$ cat src/rtl/dnd_pkg.sv
// Package of the task graph dispatch tracker: sizes, codes and types.
// No dependencies; used by the interfaces, the top level and the checker.
package dnd_pkg;

  // Graph limits
  localparam int MAX_NODES     = 16;
  localparam int MAX_SEQUENCES = 8;

  // Derived sizes
  localparam int NODE_W  = $clog2(MAX_NODES + 1);   // node number 0..MAX_NODES
  localparam int NIDX_W  = $clog2(MAX_NODES);       // node index / row address
  localparam int ROW_W   = MAX_NODES - 1;           // predecessor bits per row
  localparam int ROW_DEP = 2 ** NIDX_W;             // row memory depth
  localparam int SLOTS   = MAX_SEQUENCES - 1;       // head slots
  localparam int SLOT_IW = (SLOTS > 1) ? $clog2(SLOTS) : 1;

  // Fixed field widths
  localparam int OP_W    = 3;
  localparam int RBITS_W = 15;
  localparam int HSLOT_W = 3;
  localparam int STAT_W  = 2;
  localparam int SEQ_W   = 3;
  localparam int NCNT_W  = 5;
  localparam int SCNT_W  = 4;
  localparam int CIDX_W  = 2;
  localparam int CDAT_W  = 5;

  typedef enum logic [OP_W-1:0] {
    OP_NEW_JOB    = 3'd0,
    OP_TRY_START  = 3'd1,
    OP_FINISH     = 3'd2,
    OP_CHECK      = 3'd3,
    OP_WRITE_ROW  = 3'd4,
    OP_WRITE_HEAD = 3'd5
  } op_e;

  typedef enum logic [STAT_W-1:0] {
    STS_STARTED = 2'd0,
    STS_BLOCKED = 2'd1,
    STS_RUNNING = 2'd2,
    STS_ACK     = 2'd3
  } status_e;

  typedef enum logic [CIDX_W-1:0] {
    CFG_NODE_COUNT  = 2'd0,
    CFG_SEQ_COUNT   = 2'd1,
    CFG_AUTO_SIGNAL = 2'd2
  } cfg_idx_e;

  typedef enum logic [1:0] {
    S_IDLE,
    S_EXEC,
    S_WALK,
    S_FIN
  } state_e;

  typedef struct packed {
    status_e           status;
    logic              ready_res;
    logic              signal_valid;
    logic [SEQ_W-1:0]  signal_sequence;
    logic              last;
  } result_t;

endpackage

$ cat src/rtl/dnd_if.sv
// Handshake channels of the dispatch tracker: request, result and config.
// Depends on dnd_pkg for field widths.
interface dnd_in_if;
  logic                         valid;
  logic                         ready;
  logic [dnd_pkg::OP_W-1:0]     operation;
  logic [dnd_pkg::NODE_W-1:0]   node;
  logic [dnd_pkg::RBITS_W-1:0]  row_bits;
  logic [dnd_pkg::HSLOT_W-1:0]  head_slot;
  modport source (output valid, operation, node, row_bits, head_slot, input ready);
  modport sink   (input valid, operation, node, row_bits, head_slot, output ready);
endinterface

interface dnd_out_if;
  logic                         valid;
  logic                         ready;
  logic [dnd_pkg::STAT_W-1:0]   status;
  logic                         ready_res;
  logic                         signal_valid;
  logic [dnd_pkg::SEQ_W-1:0]    signal_sequence;
  logic                         last;
  modport source (output valid, status, ready_res, signal_valid, signal_sequence, last,
                  input ready);
  modport sink   (input valid, status, ready_res, signal_valid, signal_sequence, last,
                  output ready);
endinterface

interface dnd_cfg_if;
  logic                         valid;
  logic                         ready;
  logic [dnd_pkg::CIDX_W-1:0]   index;
  logic [dnd_pkg::CDAT_W-1:0]   data;
  modport source (output valid, index, data, input ready);
  modport sink   (input valid, index, data, output ready);
endinterface

$ cat src/rtl/dag_node_dispatch_tracker.sv
// Dispatch tracker for one job of a task graph: start, finish and readiness
// requests against a precedence row memory. Depends on dnd_pkg and dnd_if.
//
// One request word is handled at a time. New job, table writes, try start,
// check and a finish that wakes nothing pass through S_IDLE, which accepts
// the word and reads the node's row from the row memory, and S_EXEC, which
// evaluates and loads the result register. A finish that may wake sequences
// walks the rows of nodes 2..node_count one row per cycle (the row read is
// registered), staying on a row while it still has wake words to send and
// while a stalled receiver holds a wake word back, then closes in S_FIN.
// The row memory needs no clearing pass; per-row valid bits make unwritten
// rows read as zero straight after reset. Config writes are taken at any time
// but must only be issued while the block is idle.
module dag_node_dispatch_tracker (
  input  logic  clk_i,
  input  logic  rst_ni,
  dnd_in_if.sink     in_i,
  dnd_out_if.source  res_o,
  dnd_cfg_if.sink    cfg_i
);

  // Config registers
  logic [dnd_pkg::NCNT_W-1:0] node_count_q;
  logic [dnd_pkg::SCNT_W-1:0] seq_count_q;
  logic                       auto_sig_q;

  // Job state
  logic [dnd_pkg::MAX_NODES-1:0] fin_q, fin_d;
  logic [dnd_pkg::MAX_NODES-1:0] run_q, run_d;
  logic [dnd_pkg::NODE_W-1:0]    head_q [dnd_pkg::SLOTS];

  // Precedence row memory and its read port
  logic [dnd_pkg::ROW_W-1:0]   row_mem [dnd_pkg::ROW_DEP];
  logic [dnd_pkg::ROW_DEP-1:0] row_vld_q;
  logic [dnd_pkg::ROW_W-1:0]   rdata_q;
  logic                        rvld_q;
  logic                        rd_en;
  logic [dnd_pkg::NIDX_W-1:0]  rd_addr;
  logic                        wr_en;
  logic [dnd_pkg::NIDX_W-1:0]  wr_addr;
  logic [dnd_pkg::ROW_W-1:0]   row_eff;

  // Sequencer
  dnd_pkg::state_e             state_q, state_d;
  dnd_pkg::op_e                op_q, op_d;
  logic [dnd_pkg::NODE_W-1:0]  node_q, node_d;
  logic [dnd_pkg::NIDX_W-1:0]  x_q, x_d;
  logic [dnd_pkg::SLOTS-1:0]   done_q, done_d;
  logic                        pend_v_q, pend_v_d;
  logic [dnd_pkg::SEQ_W-1:0]   pend_seq_q, pend_seq_d;

  // Result register
  logic             out_v_q, out_v_d;
  dnd_pkg::result_t res_q, res_d;
  logic             out_free;

  // Derived values
  logic [dnd_pkg::NODE_W-1:0] eff_n;
  logic [dnd_pkg::SCNT_W-1:0] eff_s;
  logic [dnd_pkg::ROW_W-1:0]  low_mask;
  logic                       in_acc;
  logic                       in_node_ok;
  logic [dnd_pkg::MAX_NODES-1:0] in_bit;
  logic                       head_we;

  function automatic logic prec_pass(input logic [dnd_pkg::ROW_W-1:0] row,
                                     input logic [dnd_pkg::ROW_W-1:0] mask,
                                     input logic [dnd_pkg::ROW_W-1:0] fin);
    logic [dnd_pkg::ROW_W-1:0] need;
    need = row & mask;
    return (need & fin) == need;
  endfunction

  // Clamp config to legal ranges
  always_comb begin
    if (node_count_q == '0) begin
      eff_n = dnd_pkg::NODE_W'(1);
    end else if (node_count_q > dnd_pkg::NCNT_W'(dnd_pkg::MAX_NODES)) begin
      eff_n = dnd_pkg::NODE_W'(dnd_pkg::MAX_NODES);
    end else begin
      eff_n = dnd_pkg::NODE_W'(node_count_q);
    end
    if (seq_count_q == '0) begin
      eff_s = dnd_pkg::SCNT_W'(1);
    end else if (seq_count_q > dnd_pkg::SCNT_W'(dnd_pkg::MAX_SEQUENCES)) begin
      eff_s = dnd_pkg::SCNT_W'(dnd_pkg::MAX_SEQUENCES);
    end else begin
      eff_s = seq_count_q;
    end
    low_mask = dnd_pkg::ROW_W'((64'd1 << (eff_n - 1'b1)) - 64'd1);
  end

  // Config port
  assign cfg_i.ready = 1'b1;

  always_ff @(posedge clk_i or negedge rst_ni) begin
    if (!rst_ni) begin
      node_count_q <= dnd_pkg::NCNT_W'(dnd_pkg::MAX_NODES);
      seq_count_q  <= dnd_pkg::SCNT_W'(1);
      auto_sig_q   <= 1'b1;
    end else if (cfg_i.valid) begin
      case (dnd_pkg::cfg_idx_e'(cfg_i.index))
        dnd_pkg::CFG_NODE_COUNT:  node_count_q <= cfg_i.data[dnd_pkg::NCNT_W-1:0];
        dnd_pkg::CFG_SEQ_COUNT:   seq_count_q  <= cfg_i.data[dnd_pkg::SCNT_W-1:0];
        dnd_pkg::CFG_AUTO_SIGNAL: auto_sig_q   <= cfg_i.data[0];
        default: ;
      endcase
    end
  end

  // Request side decode
  assign in_i.ready = (state_q == dnd_pkg::S_IDLE);
  assign in_acc     = in_i.valid && in_i.ready;
  assign in_node_ok = (in_i.node != '0) && (in_i.node <= eff_n);
  assign in_bit     = dnd_pkg::MAX_NODES'(1) << (in_i.node - 1'b1);
  assign wr_en      = in_acc && (dnd_pkg::op_e'(in_i.operation) == dnd_pkg::OP_WRITE_ROW)
                      && in_node_ok && (in_i.node >= dnd_pkg::NODE_W'(2));
  assign wr_addr    = dnd_pkg::NIDX_W'(in_i.node - dnd_pkg::NODE_W'(2));
  assign head_we    = in_acc && (dnd_pkg::op_e'(in_i.operation) == dnd_pkg::OP_WRITE_HEAD)
                      && (in_i.head_slot < dnd_pkg::HSLOT_W'(dnd_pkg::SLOTS));

  // Row memory: one write, one registered read
  always_ff @(posedge clk_i) begin
    if (wr_en) begin
      row_mem[wr_addr] <= in_i.row_bits[dnd_pkg::ROW_W-1:0];
    end
    if (rd_en) begin
      rdata_q <= row_mem[rd_addr];
    end
  end

  always_ff @(posedge clk_i or negedge rst_ni) begin
    if (!rst_ni) begin
      row_vld_q <= '0;
      rvld_q    <= 1'b0;
    end else begin
      if (wr_en) begin
        row_vld_q[wr_addr] <= 1'b1;
      end
      if (rd_en) begin
        rvld_q <= row_vld_q[rd_addr];
      end
    end
  end

  // Unwritten rows read as zero
  assign row_eff = rvld_q ? rdata_q : '0;

  // Head table
  always_ff @(posedge clk_i or negedge rst_ni) begin
    if (!rst_ni) begin
      for (int i = 0; i < dnd_pkg::SLOTS; i++) begin
        head_q[i] <= '0;
      end
    end else if (head_we) begin
      head_q[in_i.head_slot[dnd_pkg::SLOT_IW-1:0]] <= in_i.node;
    end
  end

  assign out_free = !out_v_q || res_o.ready;

  // Sequencer: next state, memory read and result loading
  always_comb begin
    logic                        node_ok;
    logic [dnd_pkg::NIDX_W-1:0]  nidx;
    logic                        prec_node;
    logic [dnd_pkg::NODE_W-1:0]  x_node;
    logic                        hit;
    logic [dnd_pkg::SLOTS-1:0]   match;
    logic [dnd_pkg::SLOTS-1:0]   avail;
    logic [dnd_pkg::SLOT_IW-1:0] pick;
    logic                        load;
    dnd_pkg::result_t            nres;

    state_d    = state_q;
    op_d       = op_q;
    node_d     = node_q;
    x_d        = x_q;
    done_d     = done_q;
    pend_v_d   = pend_v_q;
    pend_seq_d = pend_seq_q;
    fin_d      = fin_q;
    run_d      = run_q;
    rd_en      = 1'b0;
    rd_addr    = '0;
    load       = 1'b0;
    nres       = '{status: dnd_pkg::STS_ACK, ready_res: 1'b0, signal_valid: 1'b0,
                   signal_sequence: '0, last: 1'b1};

    node_ok   = (node_q != '0) && (node_q <= eff_n);
    nidx      = dnd_pkg::NIDX_W'(node_q - 1'b1);
    prec_node = (node_q == dnd_pkg::NODE_W'(1))
                || prec_pass(row_eff, low_mask, fin_q[dnd_pkg::ROW_W-1:0]);
    x_node    = dnd_pkg::NODE_W'(x_q) + dnd_pkg::NODE_W'(2);
    hit       = row_eff[nidx] && prec_pass(row_eff, low_mask, fin_q[dnd_pkg::ROW_W-1:0]);
    for (int i = 0; i < dnd_pkg::SLOTS; i++) begin
      match[i] = (head_q[i] == x_node) && ((i + 1) < int'(eff_s));
    end
    avail = hit ? (match & ~done_q) : '0;
    pick  = '0;
    for (int i = dnd_pkg::SLOTS - 1; i >= 0; i--) begin
      if (avail[i]) begin
        pick = dnd_pkg::SLOT_IW'(i);
      end
    end

    case (state_q)
      // Take a word, apply mask and table updates, read the node's row
      dnd_pkg::S_IDLE: begin
        if (in_acc) begin
          op_d    = dnd_pkg::op_e'(in_i.operation);
          node_d  = in_i.node;
          rd_en   = 1'b1;
          rd_addr = dnd_pkg::NIDX_W'(in_i.node - dnd_pkg::NODE_W'(2));
          case (dnd_pkg::op_e'(in_i.operation))
            dnd_pkg::OP_NEW_JOB: begin
              fin_d = '0;
              run_d = '0;
            end
            dnd_pkg::OP_FINISH: begin
              if (in_node_ok) begin
                fin_d = fin_q | in_bit;
              end
            end
            default: ;
          endcase
          state_d = dnd_pkg::S_EXEC;
        end
      end

      // Evaluate single-word operations, or start the successor walk
      dnd_pkg::S_EXEC: begin
        if (op_q == dnd_pkg::OP_FINISH && node_ok && auto_sig_q && node_q != eff_n
            && eff_s > dnd_pkg::SCNT_W'(1)) begin
          rd_en    = 1'b1;
          rd_addr  = '0;
          x_d      = '0;
          done_d   = '0;
          pend_v_d = 1'b0;
          state_d  = dnd_pkg::S_WALK;
        end else if (out_free) begin
          load = 1'b1;
          case (op_q)
            dnd_pkg::OP_TRY_START: begin
              if (!node_ok || !prec_node) begin
                nres.status = dnd_pkg::STS_BLOCKED;
              end else if (run_q[nidx]) begin
                nres.status = dnd_pkg::STS_RUNNING;
              end else begin
                nres.status = dnd_pkg::STS_STARTED;
                run_d[nidx] = 1'b1;
              end
            end
            dnd_pkg::OP_CHECK: begin
              nres.ready_res = node_ok && prec_node;
            end
            default: ;
          endcase
          state_d = dnd_pkg::S_IDLE;
        end
      end

      // One row per cycle unless wake words or a stalled receiver hold it;
      // wake words are held back one step so the final is marked last
      dnd_pkg::S_WALK: begin
        if (avail != '0) begin
          if (!pend_v_q || out_free) begin
            if (pend_v_q) begin
              load                 = 1'b1;
              nres.signal_valid    = 1'b1;
              nres.signal_sequence = pend_seq_q;
              nres.last            = 1'b0;
            end
            pend_v_d     = 1'b1;
            pend_seq_d   = dnd_pkg::SEQ_W'(pick) + dnd_pkg::SEQ_W'(1);
            done_d[pick] = 1'b1;
          end
        end else if (x_node == eff_n) begin
          state_d = dnd_pkg::S_FIN;
        end else begin
          x_d     = x_q + 1'b1;
          rd_en   = 1'b1;
          rd_addr = x_q + 1'b1;
          done_d  = '0;
        end
      end

      // Closing word of a walk
      dnd_pkg::S_FIN: begin
        if (out_free) begin
          load = 1'b1;
          if (pend_v_q) begin
            nres.signal_valid    = 1'b1;
            nres.signal_sequence = pend_seq_q;
          end
          state_d = dnd_pkg::S_IDLE;
        end
      end

      default: state_d = dnd_pkg::S_IDLE;
    endcase

    // Result register
    if (load) begin
      out_v_d = 1'b1;
      res_d   = nres;
    end else begin
      out_v_d = out_v_q && !res_o.ready;
      res_d   = res_q;
    end
  end

  // Control registers
  always_ff @(posedge clk_i or negedge rst_ni) begin
    if (!rst_ni) begin
      state_q  <= dnd_pkg::S_IDLE;
      fin_q    <= '0;
      run_q    <= '0;
      pend_v_q <= 1'b0;
      out_v_q  <= 1'b0;
    end else begin
      state_q  <= state_d;
      fin_q    <= fin_d;
      run_q    <= run_d;
      pend_v_q <= pend_v_d;
      out_v_q  <= out_v_d;
    end
  end

  // Payload registers
  always_ff @(posedge clk_i) begin
    op_q       <= op_d;
    node_q     <= node_d;
    x_q        <= x_d;
    done_q     <= done_d;
    pend_seq_q <= pend_seq_d;
    res_q      <= res_d;
  end

  // Result port
  assign res_o.valid           = out_v_q;
  assign res_o.status          = res_q.status;
  assign res_o.ready_res       = res_q.ready_res;
  assign res_o.signal_valid    = res_q.signal_valid;
  assign res_o.signal_sequence = res_q.signal_sequence;
  assign res_o.last            = res_q.last;

endmodule

$ cat src/flat_wrapper.sv
// flat-port wrapper written by rule: the top's interface ports become plain ports
module dag_node_dispatch_tracker_flat 
  (clk_i, rst_ni, in_i_valid, in_i_operation, in_i_node, in_i_row_bits, in_i_head_slot, in_i_ready, res_o_valid, res_o_status, res_o_ready_res, res_o_signal_valid, res_o_signal_sequence, res_o_last, res_o_ready, cfg_i_valid, cfg_i_index, cfg_i_data, cfg_i_ready);
  dnd_in_if in_i_i ();
  dnd_out_if res_o_i ();
  dnd_cfg_if cfg_i_i ();
  input  logic clk_i;
  input  logic rst_ni;
  input wire logic [$bits(in_i_i.valid)-1:0] in_i_valid;
  input wire logic [$bits(in_i_i.operation)-1:0] in_i_operation;
  input wire logic [$bits(in_i_i.node)-1:0] in_i_node;
  input wire logic [$bits(in_i_i.row_bits)-1:0] in_i_row_bits;
  input wire logic [$bits(in_i_i.head_slot)-1:0] in_i_head_slot;
  output wire logic [$bits(in_i_i.ready)-1:0] in_i_ready;
  output wire logic [$bits(res_o_i.valid)-1:0] res_o_valid;
  output wire logic [$bits(res_o_i.status)-1:0] res_o_status;
  output wire logic [$bits(res_o_i.ready_res)-1:0] res_o_ready_res;
  output wire logic [$bits(res_o_i.signal_valid)-1:0] res_o_signal_valid;
  output wire logic [$bits(res_o_i.signal_sequence)-1:0] res_o_signal_sequence;
  output wire logic [$bits(res_o_i.last)-1:0] res_o_last;
  input wire logic [$bits(res_o_i.ready)-1:0] res_o_ready;
  input wire logic [$bits(cfg_i_i.valid)-1:0] cfg_i_valid;
  input wire logic [$bits(cfg_i_i.index)-1:0] cfg_i_index;
  input wire logic [$bits(cfg_i_i.data)-1:0] cfg_i_data;
  output wire logic [$bits(cfg_i_i.ready)-1:0] cfg_i_ready;
  assign in_i_i.valid = in_i_valid;
  assign in_i_i.operation = in_i_operation;
  assign in_i_i.node = in_i_node;
  assign in_i_i.row_bits = in_i_row_bits;
  assign in_i_i.head_slot = in_i_head_slot;
  assign in_i_ready = in_i_i.ready;
  assign res_o_valid = res_o_i.valid;
  assign res_o_status = res_o_i.status;
  assign res_o_ready_res = res_o_i.ready_res;
  assign res_o_signal_valid = res_o_i.signal_valid;
  assign res_o_signal_sequence = res_o_i.signal_sequence;
  assign res_o_last = res_o_i.last;
  assign res_o_i.ready = res_o_ready;
  assign cfg_i_i.valid = cfg_i_valid;
  assign cfg_i_i.index = cfg_i_index;
  assign cfg_i_i.data = cfg_i_data;
  assign cfg_i_ready = cfg_i_i.ready;
  dag_node_dispatch_tracker u_core (.clk_i(clk_i), .rst_ni(rst_ni), .in_i(in_i_i), .res_o(res_o_i), .cfg_i(cfg_i_i));
endmodule
$ cat config.mk
export PLATFORM = sky130hd
export DESIGN_NAME = dag_node_dispatch_tracker_flat
export DESIGN_NICKNAME = d
export VERILOG_FILES = /design/src/rtl/dnd_pkg.sv /design/src/rtl/dnd_if.sv /design/src/rtl/dag_node_dispatch_tracker.sv /design/src/flat_wrapper.sv
export SDC_FILE = /design/constraint.sdc
export NUM_CORES = 1
export LEC_CHECK = 0
export BUFFER_PORTS_ARGS = -buffer_cell sky130_fd_sc_hd__clkbuf_2
export CAP_MARGIN = 20
export CORE_MARGIN = 1.5
export CORE_UTILIZATION = 43
export CTS_CLUSTER_DIAMETER = 80
export DETAILED_ROUTE_END_ITERATION = 16
export PLACE_DENSITY = 0.64
export SLEW_MARGIN = 20
export SYNTH_ARGS = -nofsm -noshare
export SYNTH_HDL_FRONTEND = slang
export SYNTH_SLANG_ARGS = --single-unit
$ cat constraint.sdc
create_clock -name clk_i -period 10.5 [get_ports clk_i]
set_input_delay 0 -clock clk_i [delete_from_list [all_inputs] [get_ports clk_i]]
set_output_delay 0 -clock clk_i [all_outputs]
set_load 0.1 [all_outputs]
==> impl_metrics.csv <==
group,metric,value,unit
status,status,"finished clean",
setup_path,critPathBufInv,2,
final_layout,final_nets,1511,
logic_synthesis,synth_edf_count,285,
logic_synthesis,yosysMostFrequentCell,"edfxtp_1",
setup_path,path_cells,"ha_1, xor2_1, or3_1, a2111oi_1, nand4bb_1, o211ai_1, o31ai_4, buf_4, buf_4, mux2i_1, mux2i_1, o22ai_1, nor3_2",
timing,max_freq,0.1716,GHz
setup_path,cp.required,10.81,ns
global_routing,grt-ovfl-total,0,
clock_network,clkTransAtPathRegs,0.06,ns
timing,min_period_over_period,55.49,%
timing,slew_violations,0,
global_routing,grt_max_degree,57,
global_routing,grt_pass1_wl,67.70,mm
floorplanning,core.rowCount,73,
clock_network,clock_latency,0.57,ns
routing,routed_wl,44.14,mm
setup_path,path_delay_family,"buffers and inverters",
logic_synthesis,synth_common_cells,"285 x edfxtp_1, 140 x nor2_1, 108 x nand2_1, 99 x mux2i_1, 94 x dfrtp_1",
clock_network,cts_setup_buffers,0,
global_routing,grt_pass1_vias,11217,
floorplanning,io_pins,49,
logic_synthesis,synth_area,17630,um2
timing,setup_viol,0,
routing,vias,11388,
timing,hold_viol_final,0,
routing,final_antenna_net_count,0,
final_layout,syn2layout_area_growth,14.47,%
final_layout,drive_above_1_share,16.79,%
logic_synthesis,synth-seq-cells,382,
logic_synthesis,yosysWarnings,0,
timing,slew_headroom,34.94,%
setup_path,slowest_stage,"edfxtp_1",
power,peakVddDrop,159.2,uV
setup_path,cp-end-kind,"flip-flop",
floorplanning,die_h,205.5,um
clock_network,cts_tree,"yes",
clock_network,h-tree-depth,2,
clock_network,cts_buffer_depth,3,
global_routing,antenna_found_initial,1,
timing,tightest_slew,0.9726,ns
setup_path,crit_type,"flip-flop to flip-flop",
logic_synthesis,yosys.area.top_type_share,48.56,%
floorplanning,dieArea,42210,um2
routing,via_per_inst,5.688,
timing,period_needed,5.827,ns
routing,drc,0,
setup_path,critical-path-max-stage-delay,0.96,ns
logic_synthesis,synthCells,1356,
routing,drt_iter0_markers,1071,
logic_synthesis,synth_top_cell_by_area,"edfxtp_1",
logic_synthesis,syn_avg_cell_area,13.00,um2
clock_network,cts_made_buffers,41,
logic_synthesis,syn-num-nets,1417,
timing,hold_ws,0.05841,ns
clock_network,cts.sinks,382,
global_routing,grt_util_all_layers,21.32,%
timing,rsz0062_at_grt,"false",
timing,clock_skew,0.01776,ns
clock_network,cts_resized,0,
logic_synthesis,ys_top_cells_by_area,"edfxtp_1 49%, dfrtp_1 13%, mux2i_1 5.6%",
logic_synthesis,yosysSeqAreaShare,62.35,%
floorplanning,start_util,43.96,%
run,maxCapViolations,0,
power,p_per_area,210.7,nW/um2
setup_path,cp-start-kind,"flip-flop",
place,dp_hpwl,27.39,mm
routing,drtPass1Iterations,5,
power,p_leak,8.046,nW
floorplanning,die_w,205.5,um
power,total_power,0.004250,W
place,portBuffers,47,
timing,setup-tns-final,0,ns
setup_path,cp_max_fo,56,
place,gp_congestion,0.9166,
clock_network,cts_root_buf,"clkbuf_16",
logic_synthesis,async_reset_ff_share,25.39,%
logic_synthesis,synth_flop_cell,"edfxtp_1",
setup_path,crit_arrival,6.13,ns
floorplanning,core,40100,um2
logic_synthesis,ys_types,80,
routing,wl_per_cell,22.05,um
final_layout,antenna_cells,0,
hold_path,worst_hold_path_type,"input pin to flip-flop",
==> power breakdown <==
group | switching, W | internal (W) | total (W)
Sequential | 0.000119 | 0.00175 | 0.00187
Combinational | 0.000587 | 0.000327 | 0.000914
Clock | 0.000600 | 0.000871 | 0.00147
==> worst reg2reg max path: cells and delay by family (launching register included) <==
kind | cells | cell delay [ns]
buf+inv | 2 | 1.44
compound gates | 4 | 1.31
flops | 1 | 0.96
simple gates | 3 | 0.68
fa+ha+maj | 1 | 0.63
mux | 2 | 0.42
xor+xnor | 1 | 0.15
==> layer usage <==
metal	vias to the layer above	global-route usage [%]	share of wire (%)
met5	-	0	0
met4	0	8.342	3.4
met3	82	3.722	5.8
met2	353	33.32	46
met1	5698	29.61	45
li1	5255	-	-
==> what timing repair did <==
action                                  4_1_cts  5_1_grt
hold buffers                                 45        0
endpoints found under the hold margin       318        0
endpoints found under the setup margin        0        0
==> cell usage in the layout, fill, tap and decap left out, types with 7 or more instances in the layout <==
master | Yosys | final
edfxtp_1 | 285 | 285
nor2_1 | 140 | 131
nand2_1 | 108 | 108
mux2i_1 | 99 | 99
dfrtp_1 | 94 | 94
nand3_1 | 52 | 52
mux2_2 | 46 | 46
clkbuf_2 | 0 | 46
dlygate4sd3_1 | 0 | 44
a21oi_1 | 42 | 42
clkbuf_16 | 0 | 42
o21ai_0 | 29 | 28
inv_1 | 27 | 27
xor2_1 | 27 | 27
buf_4 | 7 | 26
ha_1 | 23 | 23
nor3_1 | 19 | 19
xnor2_1 | 19 | 19
o22ai_1 | 17 | 17
a41oi_1 | 17 | 17
or2_2 | 17 | 17
nand2b_1 | 14 | 14
nor2b_1 | 12 | 12
o211ai_1 | 12 | 12
o2bb2ai_1 | 12 | 12
nor3_2 | 12 | 12
nand4_1 | 10 | 10
a31oi_1 | 10 | 10
or3_1 | 10 | 10
and3_1 | 9 | 9
mux4_2 | 9 | 9
a21boi_0 | 8 | 8
and2_1 | 8 | 8
nor2_2 | 0 | 8
nand3b_1 | 7 | 7
clkinv_2 | 0 | 7
==> cell families after synthesis <==
family,after synthesis,share of synthesized area [%]
AND/OR/NAND/NOR,444,12.48
flip-flops,382,62.35
AO/OA/AOI/OAI,211,8.668
buffers and inverters,94,2.790
XOR/XNOR,46,2.286
other,1,0.02128
adder cells (fa/ha/maj),23,1.633
multiplexers,155,9.775
==> metrics by stage <==
| step | setup WS, ns | util [%] | std cells | instance area (um2) |
|---|---|---|---|---|
| detailed placement | 4.687 | 45.78 | 1887 | 18360 |
| CTS | 4.654 | 50.32 | 2002 | 20180 |
| floorplan | 6.235 | - | 1356 | 17630 |
| global route | 4.207 | 50.32 | 2002 | 20180 |
| finish | 4.673 | 50.32 | 2002 | 20180 |
| global placement | 4.815 | 45.78 | 1887 | 18360 |
==> flip-flops by register name, indices dropped and copies added (netlist names), 5 cells and up <==
| name | flops |
|---|---|
| u_core.rdata_q | 15 |
| u_core.node_q | 5 |
| u_core.fin_q | 15 |
| u_core.node_count_q | 5 |
| u_core.run_q | 16 |
| u_core.head_q | 35 |
| u_core.done_q | 7 |
| u_core.row_mem | 240 |
| u_core.row_vld_q | 16 |
==> path summary, 6_finish.rpt <==
kind	from	endpoint	slack, ns	depth (start not counted)
hold reg to reg	u_core.row_vld_q[15]	u_core.row_vld_q[15]	0.46	1
hold / removal	in_i_node[3]	u_core.node_q[3]	0.06	1
max in group asynchronous	rst_ni	u_core.head_q[22]	9.30	4
setup reg to reg	u_core.x_q[1]	u_core.rdata_q[8]	4.67	13
setup / recovery	u_core.x_q[1]	u_core.rdata_q[8]	4.67	13
min in group asynchronous	rst_ni	u_core.run_q[10]	0.50	4
==> cell type report <==
cell class,count,area (um2)
clock buffer,50,1101
multi-input combinational,880,6180
inverter,28,105.1
sequential,382,10990
timing repair buffer,117,885.9
clock inverter,20,257.7
tap,525,656.9
fill,3425,19920
Note: power is estimated with default switching activity, not from simulation.
